`src/rtl/cua_pkg.sv`:
```
// Package of the contiguous unit allocator: codes, constants and types.
// Depends on nothing; used by the top level, the hole scanner and the checkers.
package cua_pkg;

  // Default number of managed units.
  localparam int unsigned MemUnitsDefault = 2048;

  // Units held in one word of the unit map.
  localparam int unsigned WordBits = 8;
  localparam int unsigned LogWordBits = 3;

  // Operation codes.
  localparam logic FUNC_ALLOC = 1'b0;
  localparam logic FUNC_FREE  = 1'b1;

  // Result status codes.
  localparam logic [1:0] ST_DONE       = 2'd0;
  localparam logic [1:0] ST_WAIT       = 2'd1;
  localparam logic [1:0] ST_IMPOSSIBLE = 2'd2;

  // Register index of strategy_mode.
  localparam logic REG_STRATEGY = 1'b0;

  // Control that steers the hole scanner.
  typedef struct packed {
    logic clr;
    logic vld;
    logic last;
  } scan_ctl_t;

endpackage

```
`src/rtl/cua_if.sv`:
```
// Request and response channel interfaces of the allocator.
// Depends on nothing; the top level takes both as ports.
interface cua_req_if;
  logic        valid;
  logic        ready;
  logic        func;
  logic [12:0] block_size;
  logic [10:0] free_base;
  modport source (output valid, func, block_size, free_base, input ready);
  modport sink   (input valid, func, block_size, free_base, output ready);
endinterface

interface cua_rsp_if;
  logic        valid;
  logic        ready;
  logic [1:0]  status;
  logic [10:0] placed_base;
  logic [11:0] units_free;
  modport source (output valid, status, placed_base, units_free, input ready);
  modport sink   (input valid, status, placed_base, units_free, output ready);
endinterface

```
`src/rtl/contiguous_unit_allocator_unit.sv`:
```
// Contiguous unit allocator: a bitmap of units in RAM, eight units a word.
// An allocate in placement mode that passes the size and free-count checks
// scans the whole map (one word a cycle), then marks the chosen hole with a
// read and a write per word touched. A free reads and writes each word it covers;
// other requests skip the map. One request is in flight at a time. After reset
// a clearing pass writes every map word before the first request is taken.
module contiguous_unit_allocator_unit #(
  parameter int unsigned MEM_UNITS = cua_pkg::MemUnitsDefault
) (
  input  logic        clk_i,
  input  logic        rst_ni,
  cua_req_if.sink     req,
  cua_rsp_if.source   rsp,
  input  logic        psel,
  input  logic        penable,
  input  logic        pwrite,
  input  logic [2:0]  paddr,
  input  logic [31:0] pwdata,
  output logic [31:0] prdata,
  output logic        pready
);

  localparam int unsigned W     = cua_pkg::WordBits;
  localparam int unsigned LW    = cua_pkg::LogWordBits;
  localparam int unsigned AW    = $clog2(MEM_UNITS);
  localparam int unsigned CW    = $clog2(MEM_UNITS + 1);
  localparam int unsigned DEPTH = MEM_UNITS / W;
  localparam int unsigned DW    = AW - LW;
  localparam int unsigned EW    = (AW + 1 > 14) ? AW + 1 : 14;
  localparam logic [DW-1:0] LastWord = DW'(DEPTH - 1);
  localparam logic [EW-1:0] MemEnd   = EW'(MEM_UNITS);

  localparam logic [2:0] S_CLR  = 3'd0;
  localparam logic [2:0] S_IDLE = 3'd1;
  localparam logic [2:0] S_SCAN = 3'd2;
  localparam logic [2:0] S_SWT  = 3'd3;
  localparam logic [2:0] S_PICK = 3'd4;
  localparam logic [2:0] S_RD   = 3'd5;
  localparam logic [2:0] S_WR   = 3'd6;
  localparam logic [2:0] S_RESP = 3'd7;

  logic [2:0]    state_q, state_d;
  logic [DW-1:0] addr_q, addr_d, end_q, end_d;
  logic [EW-1:0] lo_q, lo_d, hi_q, hi_d;
  logic          mark_q, mark_d;
  logic [12:0]   size_q, size_d;
  logic [1:0]    stat_q, stat_d;
  logic [AW-1:0] base_q, base_d;
  logic [CW-1:0] count_q, count_d;
  logic          mode_q;
  logic          pend_q, pend_d, plast_q, plast_d;
  logic [DW-1:0] pidx_q, pidx_d;
  logic          ovld_q, ovld_d;
  logic [1:0]    ost_q, ost_d;
  logic [10:0]   obase_q, obase_d;
  logic [11:0]   ofree_q, ofree_d;

  logic          ram_we;
  logic [DW-1:0] ram_addr;
  logic [W-1:0]  ram_wdata, ram_rdata, mask, sel;
  logic [3:0]    pop;
  logic          scan_found, accept;
  logic [AW-1:0] scan_base;
  logic [EW-1:0] size_x, fbase_x, sum, hi_f, hi_m1, best_x, best_m1;
  logic [AW+10:0] base_wide;
  logic [CW+11:0] free_wide;
  cua_pkg::scan_ctl_t sctl;

  // Configuration port.
  assign pready = 1'b1;
  assign prdata = {31'b0, mode_q};
  always_ff @(posedge clk_i or negedge rst_ni) begin
    if (!rst_ni) begin
      mode_q <= 1'b1;
    end else if (psel && penable && pwrite && paddr[2] == cua_pkg::REG_STRATEGY) begin
      mode_q <= pwdata[0];
    end
  end

  assign accept    = req.valid && req.ready;
  assign req.ready = (state_q == S_IDLE);

  // Free range bounds of the incoming request.
  assign size_x  = EW'(req.block_size);
  assign fbase_x = EW'(req.free_base);
  assign sum     = fbase_x + size_x;
  assign hi_f    = (sum > MemEnd) ? MemEnd : sum;
  assign hi_m1   = hi_f - 1'b1;
  assign best_x  = EW'(scan_base) + EW'(size_q);
  assign best_m1 = best_x - 1'b1;

  // Mask of the units of word addr_q inside [lo, hi).
  always_comb begin
    for (int b = 0; b < W; b++) begin
      mask[b] = (EW'({addr_q, LW'(b)}) >= lo_q) && (EW'({addr_q, LW'(b)}) < hi_q);
    end
    sel = ram_rdata & mask;
    pop = '0;
    for (int b = 0; b < W; b++) begin
      pop = pop + 4'(sel[b]);
    end
  end

  // Sequencer.
  always_comb begin
    state_d = state_q;
    addr_d  = addr_q;
    end_d   = end_q;
    lo_d    = lo_q;
    hi_d    = hi_q;
    mark_d  = mark_q;
    size_d  = size_q;
    stat_d  = stat_q;
    base_d  = base_q;
    count_d = count_q;
    pend_d  = 1'b0;
    plast_d = 1'b0;
    pidx_d  = addr_q;
    ovld_d  = ovld_q && !rsp.ready;
    ost_d   = ost_q;
    obase_d = obase_q;
    ofree_d = ofree_q;
    ram_we    = 1'b0;
    ram_addr  = addr_q;
    ram_wdata = '0;
    sctl.clr  = accept;
    sctl.vld  = pend_q;
    sctl.last = plast_q;
    base_wide = {11'b0, base_q};
    free_wide = {12'b0, count_q};
    unique case (state_q)
      S_CLR: begin
        ram_we = 1'b1;
        addr_d = addr_q + 1'b1;
        if (addr_q == LastWord) begin
          addr_d  = '0;
          state_d = S_IDLE;
        end
      end
      S_IDLE: begin
        if (accept) begin
          size_d  = req.block_size;
          stat_d  = cua_pkg::ST_DONE;
          base_d  = '0;
          state_d = S_RESP;
          if (req.func == cua_pkg::FUNC_FREE) begin
            if (req.block_size != '0 && fbase_x < MemEnd) begin
              lo_d    = fbase_x;
              hi_d    = hi_f;
              addr_d  = fbase_x[AW-1:LW];
              end_d   = hi_m1[AW-1:LW];
              mark_d  = 1'b0;
              state_d = S_RD;
            end
          end else if (!mode_q || req.block_size == '0) begin
            stat_d = cua_pkg::ST_DONE;
          end else if (size_x > MemEnd) begin
            stat_d = cua_pkg::ST_IMPOSSIBLE;
          end else if (size_x > EW'(count_q)) begin
            stat_d = cua_pkg::ST_WAIT;
          end else begin
            addr_d  = '0;
            state_d = S_SCAN;
          end
        end
      end
      S_SCAN: begin
        pend_d = 1'b1;
        addr_d = addr_q + 1'b1;
        if (addr_q == LastWord) begin
          plast_d = 1'b1;
          state_d = S_SWT;
        end
      end
      S_SWT: begin
        state_d = S_PICK;
      end
      S_PICK: begin
        if (scan_found) begin
          lo_d    = EW'(scan_base);
          hi_d    = best_x;
          addr_d  = scan_base[AW-1:LW];
          end_d   = best_m1[AW-1:LW];
          mark_d  = 1'b1;
          base_d  = scan_base;
          count_d = count_q - CW'(size_q);
          state_d = S_RD;
        end else begin
          stat_d  = cua_pkg::ST_WAIT;
          state_d = S_RESP;
        end
      end
      S_RD: begin
        state_d = S_WR;
      end
      S_WR: begin
        ram_we    = 1'b1;
        ram_wdata = mark_q ? (ram_rdata | mask) : (ram_rdata & ~mask);
        if (!mark_q) begin
          count_d = count_q + CW'(pop);
        end
        addr_d  = addr_q + 1'b1;
        state_d = (addr_q == end_q) ? S_RESP : S_RD;
      end
      S_RESP: begin
        if (!ovld_q || rsp.ready) begin
          ovld_d  = 1'b1;
          ost_d   = stat_q;
          obase_d = base_wide[10:0];
          ofree_d = free_wide[11:0];
          state_d = S_IDLE;
        end
      end
      default: begin
        state_d = S_IDLE;
      end
    endcase
  end

  always_ff @(posedge clk_i or negedge rst_ni) begin
    if (!rst_ni) begin
      state_q <= S_CLR;
      addr_q  <= '0;
      count_q <= CW'(MEM_UNITS);
      pend_q  <= 1'b0;
      plast_q <= 1'b0;
      ovld_q  <= 1'b0;
    end else begin
      state_q <= state_d;
      addr_q  <= addr_d;
      count_q <= count_d;
      pend_q  <= pend_d;
      plast_q <= plast_d;
      ovld_q  <= ovld_d;
    end
  end

  // Payload registers.
  always_ff @(posedge clk_i) begin
    end_q   <= end_d;
    lo_q    <= lo_d;
    hi_q    <= hi_d;
    mark_q  <= mark_d;
    size_q  <= size_d;
    stat_q  <= stat_d;
    base_q  <= base_d;
    pidx_q  <= pidx_d;
    ost_q   <= ost_d;
    obase_q <= obase_d;
    ofree_q <= ofree_d;
  end

  assign rsp.valid       = ovld_q;
  assign rsp.status      = ost_q;
  assign rsp.placed_base = obase_q;
  assign rsp.units_free  = ofree_q;

  cua_ram #(.WIDTH(W), .DEPTH(DEPTH)) u_map (
    .clk_i  (clk_i),
    .addr_i (ram_addr),
    .we_i   (ram_we),
    .wdata_i(ram_wdata),
    .rdata_o(ram_rdata)
  );

  cua_hole_scan #(.MEM_UNITS(MEM_UNITS)) u_scan (
    .clk_i  (clk_i),
    .rst_ni (rst_ni),
    .ctl_i  (sctl),
    .word_i (ram_rdata),
    .idx_i  (pidx_q),
    .len_i  (CW'(size_q)),
    .found_o(scan_found),
    .base_o (scan_base)
  );

endmodule

```
`src/rtl/cua_ram.sv`:
```
// Generic single-port RAM with a registered read.
// Depends on nothing.
module cua_ram #(
  parameter int unsigned WIDTH = 8,
  parameter int unsigned DEPTH = 256
) (
  input  logic                     clk_i,
  input  logic [$clog2(DEPTH)-1:0] addr_i,
  input  logic                     we_i,
  input  logic [WIDTH-1:0]         wdata_i,
  output logic [WIDTH-1:0]         rdata_o
);

  logic [WIDTH-1:0] mem_q [DEPTH];

  // Write, or read with the data registered.
  always_ff @(posedge clk_i) begin
    if (we_i) begin
      mem_q[addr_i] <= wdata_i;
    end else begin
      rdata_o <= mem_q[addr_i];
    end
  end

endmodule

```
`src/rtl/cua_hole_scan.sv`:
```
// Hole scanner: walks map words in order and keeps the best fitting free run.
// Depends on cua_pkg.
module cua_hole_scan #(
  parameter int unsigned MEM_UNITS = cua_pkg::MemUnitsDefault
) (
  input  logic                                  clk_i,
  input  logic                                  rst_ni,
  input  cua_pkg::scan_ctl_t                    ctl_i,
  input  logic [cua_pkg::WordBits-1:0]          word_i,
  input  logic [$clog2(MEM_UNITS)-cua_pkg::LogWordBits-1:0] idx_i,
  input  logic [$clog2(MEM_UNITS+1)-1:0]        len_i,
  output logic                                  found_o,
  output logic [$clog2(MEM_UNITS)-1:0]          base_o
);

  localparam int unsigned AW = $clog2(MEM_UNITS);
  localparam int unsigned CW = $clog2(MEM_UNITS + 1);
  localparam int unsigned LW = cua_pkg::LogWordBits;

  logic [CW-1:0] run_q, run_d, best_len_q, best_len_d;
  logic [AW-1:0] start_q, start_d, best_base_q, best_base_d;
  logic          found_q, found_d;

  // One word of the map: extend or close runs bit by bit.
  always_comb begin
    run_d       = run_q;
    start_d     = start_q;
    found_d     = found_q;
    best_len_d  = best_len_q;
    best_base_d = best_base_q;
    if (ctl_i.vld) begin
      for (int b = 0; b < cua_pkg::WordBits; b++) begin
        if (!word_i[b]) begin
          if (run_d == '0) begin
            start_d = {idx_i, LW'(b)};
          end
          run_d = run_d + 1'b1;
        end else begin
          if (run_d >= len_i && (!found_d || run_d < best_len_d)) begin
            found_d     = 1'b1;
            best_len_d  = run_d;
            best_base_d = start_d;
          end
          run_d = '0;
        end
      end
      if (ctl_i.last) begin
        if (run_d >= len_i && (!found_d || run_d < best_len_d)) begin
          found_d     = 1'b1;
          best_len_d  = run_d;
          best_base_d = start_d;
        end
      end
    end
    if (ctl_i.clr) begin
      run_d   = '0;
      found_d = 1'b0;
    end
  end

  always_ff @(posedge clk_i or negedge rst_ni) begin
    if (!rst_ni) begin
      run_q       <= '0;
      start_q     <= '0;
      found_q     <= 1'b0;
      best_len_q  <= '0;
      best_base_q <= '0;
    end else begin
      run_q       <= run_d;
      start_q     <= start_d;
      found_q     <= found_d;
      best_len_q  <= best_len_d;
      best_base_q <= best_base_d;
    end
  end

  assign found_o = found_q;
  assign base_o  = best_base_q;

endmodule

```
`src/flat_wrapper.sv`:
```
// flat-port wrapper written by rule: the top's interface ports become plain ports
module contiguous_unit_allocator_unit_flat 
#(
  parameter int unsigned MEM_UNITS = cua_pkg::MemUnitsDefault
)
  (clk_i, rst_ni, psel, penable, pwrite, paddr, pwdata, prdata, pready, req_valid, req_func, req_block_size, req_free_base, req_ready, rsp_valid, rsp_status, rsp_placed_base, rsp_units_free, rsp_ready);
  cua_req_if req_i ();
  cua_rsp_if rsp_i ();
  input  logic clk_i;
  input  logic rst_ni;
  input  logic psel;
  input  logic penable;
  input  logic pwrite;
  input  logic [2:0] paddr;
  input  logic [31:0] pwdata;
  output logic [31:0] prdata;
  output logic pready;
  input wire logic [$bits(req_i.valid)-1:0] req_valid;
  input wire logic [$bits(req_i.func)-1:0] req_func;
  input wire logic [$bits(req_i.block_size)-1:0] req_block_size;
  input wire logic [$bits(req_i.free_base)-1:0] req_free_base;
  output wire logic [$bits(req_i.ready)-1:0] req_ready;
  output wire logic [$bits(rsp_i.valid)-1:0] rsp_valid;
  output wire logic [$bits(rsp_i.status)-1:0] rsp_status;
  output wire logic [$bits(rsp_i.placed_base)-1:0] rsp_placed_base;
  output wire logic [$bits(rsp_i.units_free)-1:0] rsp_units_free;
  input wire logic [$bits(rsp_i.ready)-1:0] rsp_ready;
  assign req_i.valid = req_valid;
  assign req_i.func = req_func;
  assign req_i.block_size = req_block_size;
  assign req_i.free_base = req_free_base;
  assign req_ready = req_i.ready;
  assign rsp_valid = rsp_i.valid;
  assign rsp_status = rsp_i.status;
  assign rsp_placed_base = rsp_i.placed_base;
  assign rsp_units_free = rsp_i.units_free;
  assign rsp_i.ready = rsp_ready;
  contiguous_unit_allocator_unit #(.MEM_UNITS(MEM_UNITS)) u_core (.clk_i(clk_i), .rst_ni(rst_ni), .req(req_i), .rsp(rsp_i), .psel(psel), .penable(penable), .pwrite(pwrite), .paddr(paddr), .pwdata(pwdata), .prdata(prdata), .pready(pready));
endmodule
```
`config.mk`:
```
export PLATFORM = sky130hd
export DESIGN_NAME = contiguous_unit_allocator_unit_flat
export DESIGN_NICKNAME = d
export VERILOG_FILES = /design/src/rtl/cua_pkg.sv /design/src/rtl/cua_if.sv /design/src/rtl/contiguous_unit_allocator_unit.sv /design/src/rtl/cua_ram.sv /design/src/rtl/cua_hole_scan.sv /design/src/flat_wrapper.sv
export SDC_FILE = /design/constraint.sdc
export NUM_CORES = 2
export LEC_CHECK = 0
export BUFFER_PORTS_ARGS = -buffer_cell sky130_fd_sc_hd__buf_2
export CORE_ASPECT_RATIO = 0.8
export CORE_UTILIZATION = 27
export CTS_BUF_LIST = sky130_fd_sc_hd__clkbuf_8
export DETAILED_ROUTE_END_ITERATION = 10
export PLACE_DENSITY = 0.43
export SLEW_MARGIN = 5
export SYNTH_ARGS = -nofsm -noshare
export SYNTH_HDL_FRONTEND = slang
export SYNTH_SLANG_ARGS = --single-unit
```
`constraint.sdc`:
```
create_clock -name clk_i -period 34.8 [get_ports clk_i]
set_input_delay 6.96 -clock clk_i [delete_from_list [all_inputs] [get_ports clk_i]]
set_output_delay 6.96 -clock clk_i [all_outputs]
set_load 0.01 [all_outputs]
```
* Word-level counts from Yosys, hierarchy flattened
Memory sizes are Yosys's and may differ from the RTL's. A register that Yosys moved wholly into a read port is not among the register bits.
Index checks and enable logic that the tools add are counted.
** Storage, ports and cells
- Memories :: 1
- Output and inout bits :: 60
- Bits in writable memories :: 2048
- Register bits after elaboration :: 170
- Word-level logic and storage cells :: 358
- Input port bits :: 67
** Cells by class
- Add/sub/neg operators :: 22
- Muxes and demuxes :: 175
- Reductions and logical operators :: 72
- Equality and inequality tests :: 22
- Bitwise gates (word level) :: 5
- Magnitude comparators :: 38
** Memories
- u_core.u_map.mem_q :: words 256, width 8, rd ports 1, clocked after Yosys merged registers in 1, wr ports 1, RTL line cua_ram.sv:14 : logic [WIDTH-1:0] mem_q [DEPTH];
** Operators by type and width (number)
- 2-to-1 mux 12 bit :: 46
- 2-to-1 mux 11 bit :: 40
- 2-to-1 mux 14 bit :: 9
- greater-or-equal comparator 11 x 14 -> 1 bit :: 8
- less-than comparator 11 x 14 -> 1 bit :: 8
- 2-to-1 mux 8 bit :: 14
- greater-or-equal comparator 12 bit :: 9
- less-than comparator 12 bit :: 9
- adder 12 x 1 -> 12 bit, second input constant :: 8
- logical NOT 12 bit :: 8
- one-hot mux 14 bit (2 select lines) :: 2
- 2-to-1 mux 1 bit :: 41
- one-hot mux 8 bit (4 select lines) :: 1
- adder 11 x 13 -> 14 bit :: 2
- adder 4 x 1 -> 4 bit :: 6
- 2-to-1 mux 3 bit :: 8
- one-hot mux 12 bit (2 select lines) :: 1
- one-hot mux 3 bit (8 select lines) :: 1
- logical AND 1 bit :: 23
- one-hot mux 11 bit (2 select lines) :: 1
- subtractor 11 x 1 -> 11 bit, second input constant :: 2
- bitwise AND 8 bit :: 2
- 2-to-1 mux 2 bit :: 8
- one-hot mux 8 bit (2 select lines) :: 1
- other kinds (34) :: 76

* Depth between registers and ports, before layout
- Depth after elaboration :: 55
- Depth in mapped cells :: 112
- Depth with buffers taken out :: 98

* By module
A second synthesis with hierarchy kept.
** Unflattened totals
- Cell total of the unflattened synthesis :: 6155
- Area total of the unflattened synthesis :: 100149.8 sq um
** Modules (own cells, without submodules)
- cua_ram :: area each 78534.1 sq um, times used 1, cells an instance 3545, seq. area each 61739.2 sq um
- cua_hole_scan :: area each 13436.6 sq um, times used 1, cells an instance 1759, seq. area each 1176.1 sq um
- contiguous_unit_allocator_unit :: area each 8179.1 sq um, times used 1, cells an instance 851, seq. area each 3390.8 sq um

* Least setup slack after synthesis
No wires, ideal clock.
- Kind :: register to register
- From :: register u_core.size_q[4]
- To :: register u_core.u_scan.best_base_q[2], in the netlist u_core.u_scan.base_o[2]
- Setup time :: 0.082 ns
- Cell stages (with the launch flop) :: 100
- Path slack :: 14.911 ns
- Buffers on the path :: 13
- Period minus slack after synthesis :: 19.889 ns
- Data required time :: 34.718 ns
- Arrival :: 19.807 ns
- Cell sequence :: edfxtp_1 -> inv_1 -> ha_1 -> a21o_1 -> a221oi_1 -> o21a_1 -> nor2_1 -> clkbuf_1 -> nor2_1 -> a21oi_1 -> ha_1 -> a21o_1 -> a21oi_1 -> nor2_1 -> a2111oi_0 -> o211ai_1 -> a211oi_1 -> nor2_1 -> [... 64 more ...] -> clkbuf_1 -> buf_1 -> nor2_1 -> a21oi_1 -> inv_1 -> ha_1 -> a21o_1 -> a21o_1 -> a21oi_1 -> o21ai_0 -> o21ai_0 -> nor2b_1 -> o211ai_1 -> o21a_1 -> clkbuf_1 -> clkbuf_1 -> o221ai_1 -> a31oi_1
** On the way
- Longest elaborated chain between the ends :: 52
- Elaborated cells on any way between the ends :: 110
- Those cells by class :: order compare: 17; mux: 68; reduce/logical: 25
** Ends and longest elaborated chain
- from (decl) :: RTL line contiguous_unit_allocator_unit.sv:46 : logic [12:0] size_q, size_d;
- from (signal assigned) :: RTL line contiguous_unit_allocator_unit.sv:244 : size_q <= size_d;
- greater-or-equal comparator 12 bit :: RTL line cua_hole_scan.sv:39 : if (run_d >= len_i && (!found_d || run_d < best_len_d)) begin
- logical AND 1 bit :: RTL line cua_hole_scan.sv:39
- 2-to-1 mux 12 bit or 2-to-1 mux 1 bit (tied branches) :: RTL line cua_hole_scan.sv:39
- 2-to-1 mux 12 bit or 2-to-1 mux 1 bit (tied branches) :: RTL line cua_hole_scan.sv:33 : if (!word_i[b]) begin
- 2-to-1 mux 12 bit or 2-to-1 mux 1 bit (tied branches) :: RTL line cua_hole_scan.sv:31 : if (ctl_i.vld) begin
- less-than comparator 12 bit or logical NOT 1 bit (tied branches) :: RTL line cua_hole_scan.sv:39
- logical OR 1 bit :: RTL line cua_hole_scan.sv:39
- logical AND 1 bit :: RTL line cua_hole_scan.sv:39
- [... 36 more ...]
- 2-to-1 mux 12 bit or 2-to-1 mux 1 bit (tied branches) :: RTL line cua_hole_scan.sv:39
- 2-to-1 mux 12 bit or 2-to-1 mux 1 bit (tied branches) :: RTL line cua_hole_scan.sv:33
- 2-to-1 mux 12 bit or 2-to-1 mux 1 bit (tied branches) :: RTL line cua_hole_scan.sv:31
- less-than comparator 12 bit or logical NOT 1 bit (tied branches) :: RTL line cua_hole_scan.sv:48 : if (run_d >= len_i && (!found_d || run_d < best_len_d)) begin
- logical OR 1 bit :: RTL line cua_hole_scan.sv:48
- logical AND 1 bit :: RTL line cua_hole_scan.sv:48
- 2-to-1 mux 11 bit :: RTL line cua_hole_scan.sv:48
- 2-to-1 mux 11 bit * :: RTL line cua_hole_scan.sv:47 : if (ctl_i.last) begin
- to (signal assigned) :: RTL line cua_hole_scan.sv:73 : best_base_q <= best_base_d;
- to (decl) :: RTL line cua_hole_scan.sv:21 : logic [AW-1:0] start_q, start_d, best_base_q, best_base_d;
Mark *: on every way between the ends. The rest lies on a longest branch, timed or not. The select of a mux whose other input is x is not followed.
A chain may end at the register's enable or synchronous reset.

* Worst setup path after layout
- From :: register u_core.size_q[2]
- To :: register u_core.u_scan.best_len_q[8]
** On the way
- Longest elaborated chain between the ends :: 52
- Elaborated cells on any way between the ends :: 92
- Those cells by class :: order compare: 17; mux: 50; reduce/logical: 25
** Ends and longest elaborated chain
- greater-or-equal comparator 12 bit :: RTL line cua_hole_scan.sv:39
- logical AND 1 bit :: RTL line cua_hole_scan.sv:39
- 2-to-1 mux 12 bit or 2-to-1 mux 1 bit (tied branches) :: RTL line cua_hole_scan.sv:39
- 2-to-1 mux 12 bit or 2-to-1 mux 1 bit (tied branches) :: RTL line cua_hole_scan.sv:33
- 2-to-1 mux 12 bit or 2-to-1 mux 1 bit (tied branches) :: RTL line cua_hole_scan.sv:31
- less-than comparator 12 bit or logical NOT 1 bit (tied branches) :: RTL line cua_hole_scan.sv:39
- logical OR 1 bit :: RTL line cua_hole_scan.sv:39
- logical AND 1 bit :: RTL line cua_hole_scan.sv:39
- [... 36 more ...]
- 2-to-1 mux 12 bit or 2-to-1 mux 1 bit (tied branches) :: RTL line cua_hole_scan.sv:39
- 2-to-1 mux 12 bit or 2-to-1 mux 1 bit (tied branches) :: RTL line cua_hole_scan.sv:33
- 2-to-1 mux 12 bit or 2-to-1 mux 1 bit (tied branches) :: RTL line cua_hole_scan.sv:31
- less-than comparator 12 bit or logical NOT 1 bit (tied branches) :: RTL line cua_hole_scan.sv:48
- logical OR 1 bit :: RTL line cua_hole_scan.sv:48
- logical AND 1 bit :: RTL line cua_hole_scan.sv:48
- 2-to-1 mux 12 bit :: RTL line cua_hole_scan.sv:48
- 2-to-1 mux 12 bit * :: RTL line cua_hole_scan.sv:47
- to (signal assigned) :: RTL line cua_hole_scan.sv:72 : best_len_q <= best_len_d;
- to (decl) :: RTL line cua_hole_scan.sv:20 : logic [CW-1:0] run_q, run_d, best_len_q, best_len_d;
Marked as above.

==> impl_metrics.env <==
export IMPL_finClkSkew_ns=0.07742
export IMPL_switching_share_pct=36.74
export IMPL_slowest_stage="o21a_1"
export IMPL_drtIter0Drc=5390
export IMPL_status="finished, final reports clean"
export IMPL_instances_no_fill=11387
export IMPL_htreeDepth=5
export IMPL_fin_total_pwr_mw=8.368
export IMPL_ir_worst_vdd_mv=0.06313
export IMPL_initial_core_util_pct=27.22
export IMPL_finalSetupTns_ns=0
export IMPL_final_common_cell="edfxtp_1"
export IMPL_dpl_hpwl_um=193600
export IMPL_p_leak_nw=36.71
export IMPL_synth_distinct_cells=100
export IMPL_place_inst=10746
export IMPL_num_io_pins=127
export IMPL_numCtsBuffers=371
export IMPL_rsz0062_at_grt="false"
export IMPL_fin_crit_ns=24.76
export IMPL_drive_gt1_share_pct=22.19
export IMPL_p_switching_mw=3.074
export IMPL_ys_warn_count=0
export IMPL_crit_path_frequent_cell="a21o_1"
export IMPL_cp_required_ns=35.64
export IMPL_cp_start_kind="flop"
export IMPL_crit_arrival_ns=25.60
export IMPL_ys_async_sr_fraction_pct=3.329
export IMPL_multi_input_area_um2=32110
export IMPL_drc=0
export IMPL_finalMaxSlewViolations=0
export IMPL_synthCells=5946
export IMPL_syn_avg_cell_area_um2=16.87
export IMPL_mappedNetlistArea_um2=100300
export IMPL_max_freq_mhz=40.39
export IMPL_rows=199
export IMPL_grt_pass1_wl_um=434600
export IMPL_portBuffers=61
export IMPL_tightest_slew_ns=1.423
export IMPL_synth_edf_count=2141
export IMPL_grt_usage_pct=16.10
export IMPL_ant_nets=0
export IMPL_grt_max_degree=205
export IMPL_globalRoute_totalOverflow=0
export IMPL_wire_per_inst_um=27.12
export IMPL_cts_tree="done"
export IMPL_die_area_um2=373900
export IMPL_synth_ff_type="edfxtp_1"
export IMPL_cts_buffer_depth=4
export IMPL_hold_path_class="flop to flop"
export IMPL_slowest_delay_ns=0.73
export IMPL_syn_to_final_growth_pct=13.03
export IMPL_nNetsFinal=6563
export IMPL_p_int_mw=5.294
export IMPL_p_clk_share_pct=25.5
export IMPL_ctsHoldBuffers=0
export IMPL_grt_pass1_vias=56502
export IMPL_dieHeight_um=547.1
export IMPL_finalSetupViolCount=0
export IMPL_fp_dieW_um=683.4
export IMPL_num_vias=56636
export IMPL_holdPathStages=0
export IMPL_coreArea_um2=368500
export IMPL_clock_latency_ns=1.00
export IMPL_period_share_pct=71.14
export IMPL_critPathCaptureType="flop"
export IMPL_regArea_um2=66320
export IMPL_max_cap_viol_count=0
export IMPL_cts_resized=0
export IMPL_combPwrFrac_pct=36.7
export IMPL_wl_um=308800
export IMPL_clk_pin_slew_ns=0.06
export IMPL_relSlewSlack_pct=5.141
export IMPL_fillerInstances=36217
export IMPL_hold_viol=0
export IMPL_synth_seq_cells=2223
export IMPL_crit_path_max_fanout=38
export IMPL_clkSinkCount=2223
export IMPL_seq_power_share_pct=37.7
export IMPL_dr_pass1_iters=6
export IMPL_post_cts_buffers=0
export IMPL_ys_seq_area_share_pct=66.11
export IMPL_place_gp_congestion=0.8352
export IMPL_antenna_found_initial=22
export IMPL_path_class="flop to flop"
export IMPL_p_per_area_nw_per_um2=73.82
export IMPL_final_cell_mix="edfxtp_1 (2,141), mux4_2 (648), nor2_1 (470)"
export IMPL_cts_root_buf="clkbuf_8"
export IMPL_avgViaCountPerCell=4.974
export IMPL_rr_worst_depth=91
flip-flops by register name, indices dropped and copies added, names as in the netlist, 2 cells and up:
name / cells
u_core.count_q: 12
u_core.size_q: 13
u_core.u_scan.best_len_q: 12
u_core.pidx_q: 8
u_core.rsp.placed_base: 11
u_core.u_map.mem_q: 2048
u_core.rsp.units_free: 12
u_core.u_scan.start_q: 11
u_core.base_q: 11
u_core.state_q: 3
u_core.u_scan.run_q: 12
u_core.u_scan.base_o: 11
u_core.u_map.rdata_o: 8
u_core.lo_q: 11
u_core.end_q: 8
u_core.stat_q: 2
u_core.rsp.status: 2
u_core.hi_q: 14
u_core.addr_q: 8
layout make-up:
| cell class | count | area share (%) |
|---|---|---|
| Sequential cell | 2223 | 58.50 |
| Multi-Input combinational cell | 3202 | 28.32 |
| Tap cell | 4924 | 5.434 |
| Clock buffer | 379 | 4.601 |
| Timing Repair Buffer | 196 | 1.298 |
| Clock inverter | 252 | 1.154 |
| Inverter | 201 | 0.6655 |
| Antenna cell | 10 | 0.02207 |
critical path, delay by kind of cell, from the launching register on:
kind	cells	cell delay, ns
compound gates	46	11.66
fa+ha+maj	9	2.80
buf+inv	11	3.45
flops	1	0.49
mux	6	2.46
simple gates	19	3.63
through the flow:
step                      area (um^2)  hold slack [ns]  setup slack [ns]  utilization, %
after floorplan                100400           0.3930             14.91               -
after global placement         106800           0.4052             10.48           28.99
after detailed placement       106800           0.4045             10.53           28.99
after CTS                      113300           0.4176             10.43           30.76
after global routing           113300           0.4226             8.695           30.76
final                          113400           0.4134             10.04           30.76
metal layers:
| metal | wire length [um] | part of all wire [%] | GRT usage, % |
|---|---|---|---|
| met3 | 19710 | 6.4 | 2.662 |
| met2 | 131700 | 43 | 23.38 |
| met4 | 5936 | 1.9 | 3.192 |
| met1 | 151400 | 49 | 25.14 |
| met5 | 0 | 0 | 0 |
power by group through the flow:
stage | registers [mW] | logic (mW) | clock network (mW)
floorplan | 3.14 | 1.98 | 0
global placement | 3.21 | 3.08 | 0
finish | 3.16 | 3.07 | 2.14
CTS | 3.16 | 3.10 | 2.20
detailed placement | 3.21 | 3.09 | 0
global route | 3.17 | 3.29 | 2.30
path summary, 6_finish.rpt:
| check | end | slack (ns) | start |
|---|---|---|---|
| max in group asynchronous | u_core.u_scan.base_o[4] | 27.75 | rst_ni |
| max | u_core.u_scan.best_len_q[8] | 10.04 | u_core.size_q[2] |
| min in group asynchronous | u_core.addr_q[4] | 5.89 | rst_ni |
| max reg2reg | u_core.u_scan.best_len_q[8] | 10.04 | u_core.size_q[2] |
| min | u_core.rsp.placed_base[8] | 0.41 | u_core.base_q[8] |
| min reg2reg | u_core.rsp.placed_base[8] | 0.41 | u_core.base_q[8] |
cells by family after synthesis:
kind of cell,count (synthesis),synth area share (%)
compound gates,770,5.151
xor+xnor,101,0.9032
fa+ha+maj,301,3.807
buf+inv,551,2.210
flops,2223,66.11
mux,786,16.06
other cells,2,0.007488
simple gates,1212,5.753
Yosys cell counts (all sizes together) (16+ instances only):
library cell | n | area share, %
mux2 | 63 | 0.71
mux2i | 75 | 0.80
and2 | 24 | 0.15
nor3 | 67 | 0.35
or3 | 16 | 0.10
xor2 | 35 | 0.31
nand2b | 53 | 0.33
and3 | 32 | 0.20
nor4 | 36 | 0.25
o21ai | 156 | 0.78
nor2b | 40 | 0.25
a21oi | 183 | 0.91
inv | 200 | 0.75
o211ai | 42 | 0.31
a22oi | 23 | 0.17
xnor2 | 65 | 0.57
nand3 | 107 | 0.54
nand4 | 58 | 0.36
buf | 122 | 0.61
a211oi | 29 | 0.22
a31oi | 30 | 0.19
a211o | 16 | 0.14
clkbuf | 228 | 0.85
o21a | 30 | 0.22
nor2 | 482 | 1.8
mux4 | 648 | 15
edfxtp | 2141 | 64
dfrtp | 72 | 1.8
a21o | 104 | 0.78
nand2 | 227 | 0.85
ha | 294 | 3.7
Note: power is estimated with default switching activity, not from simulation.
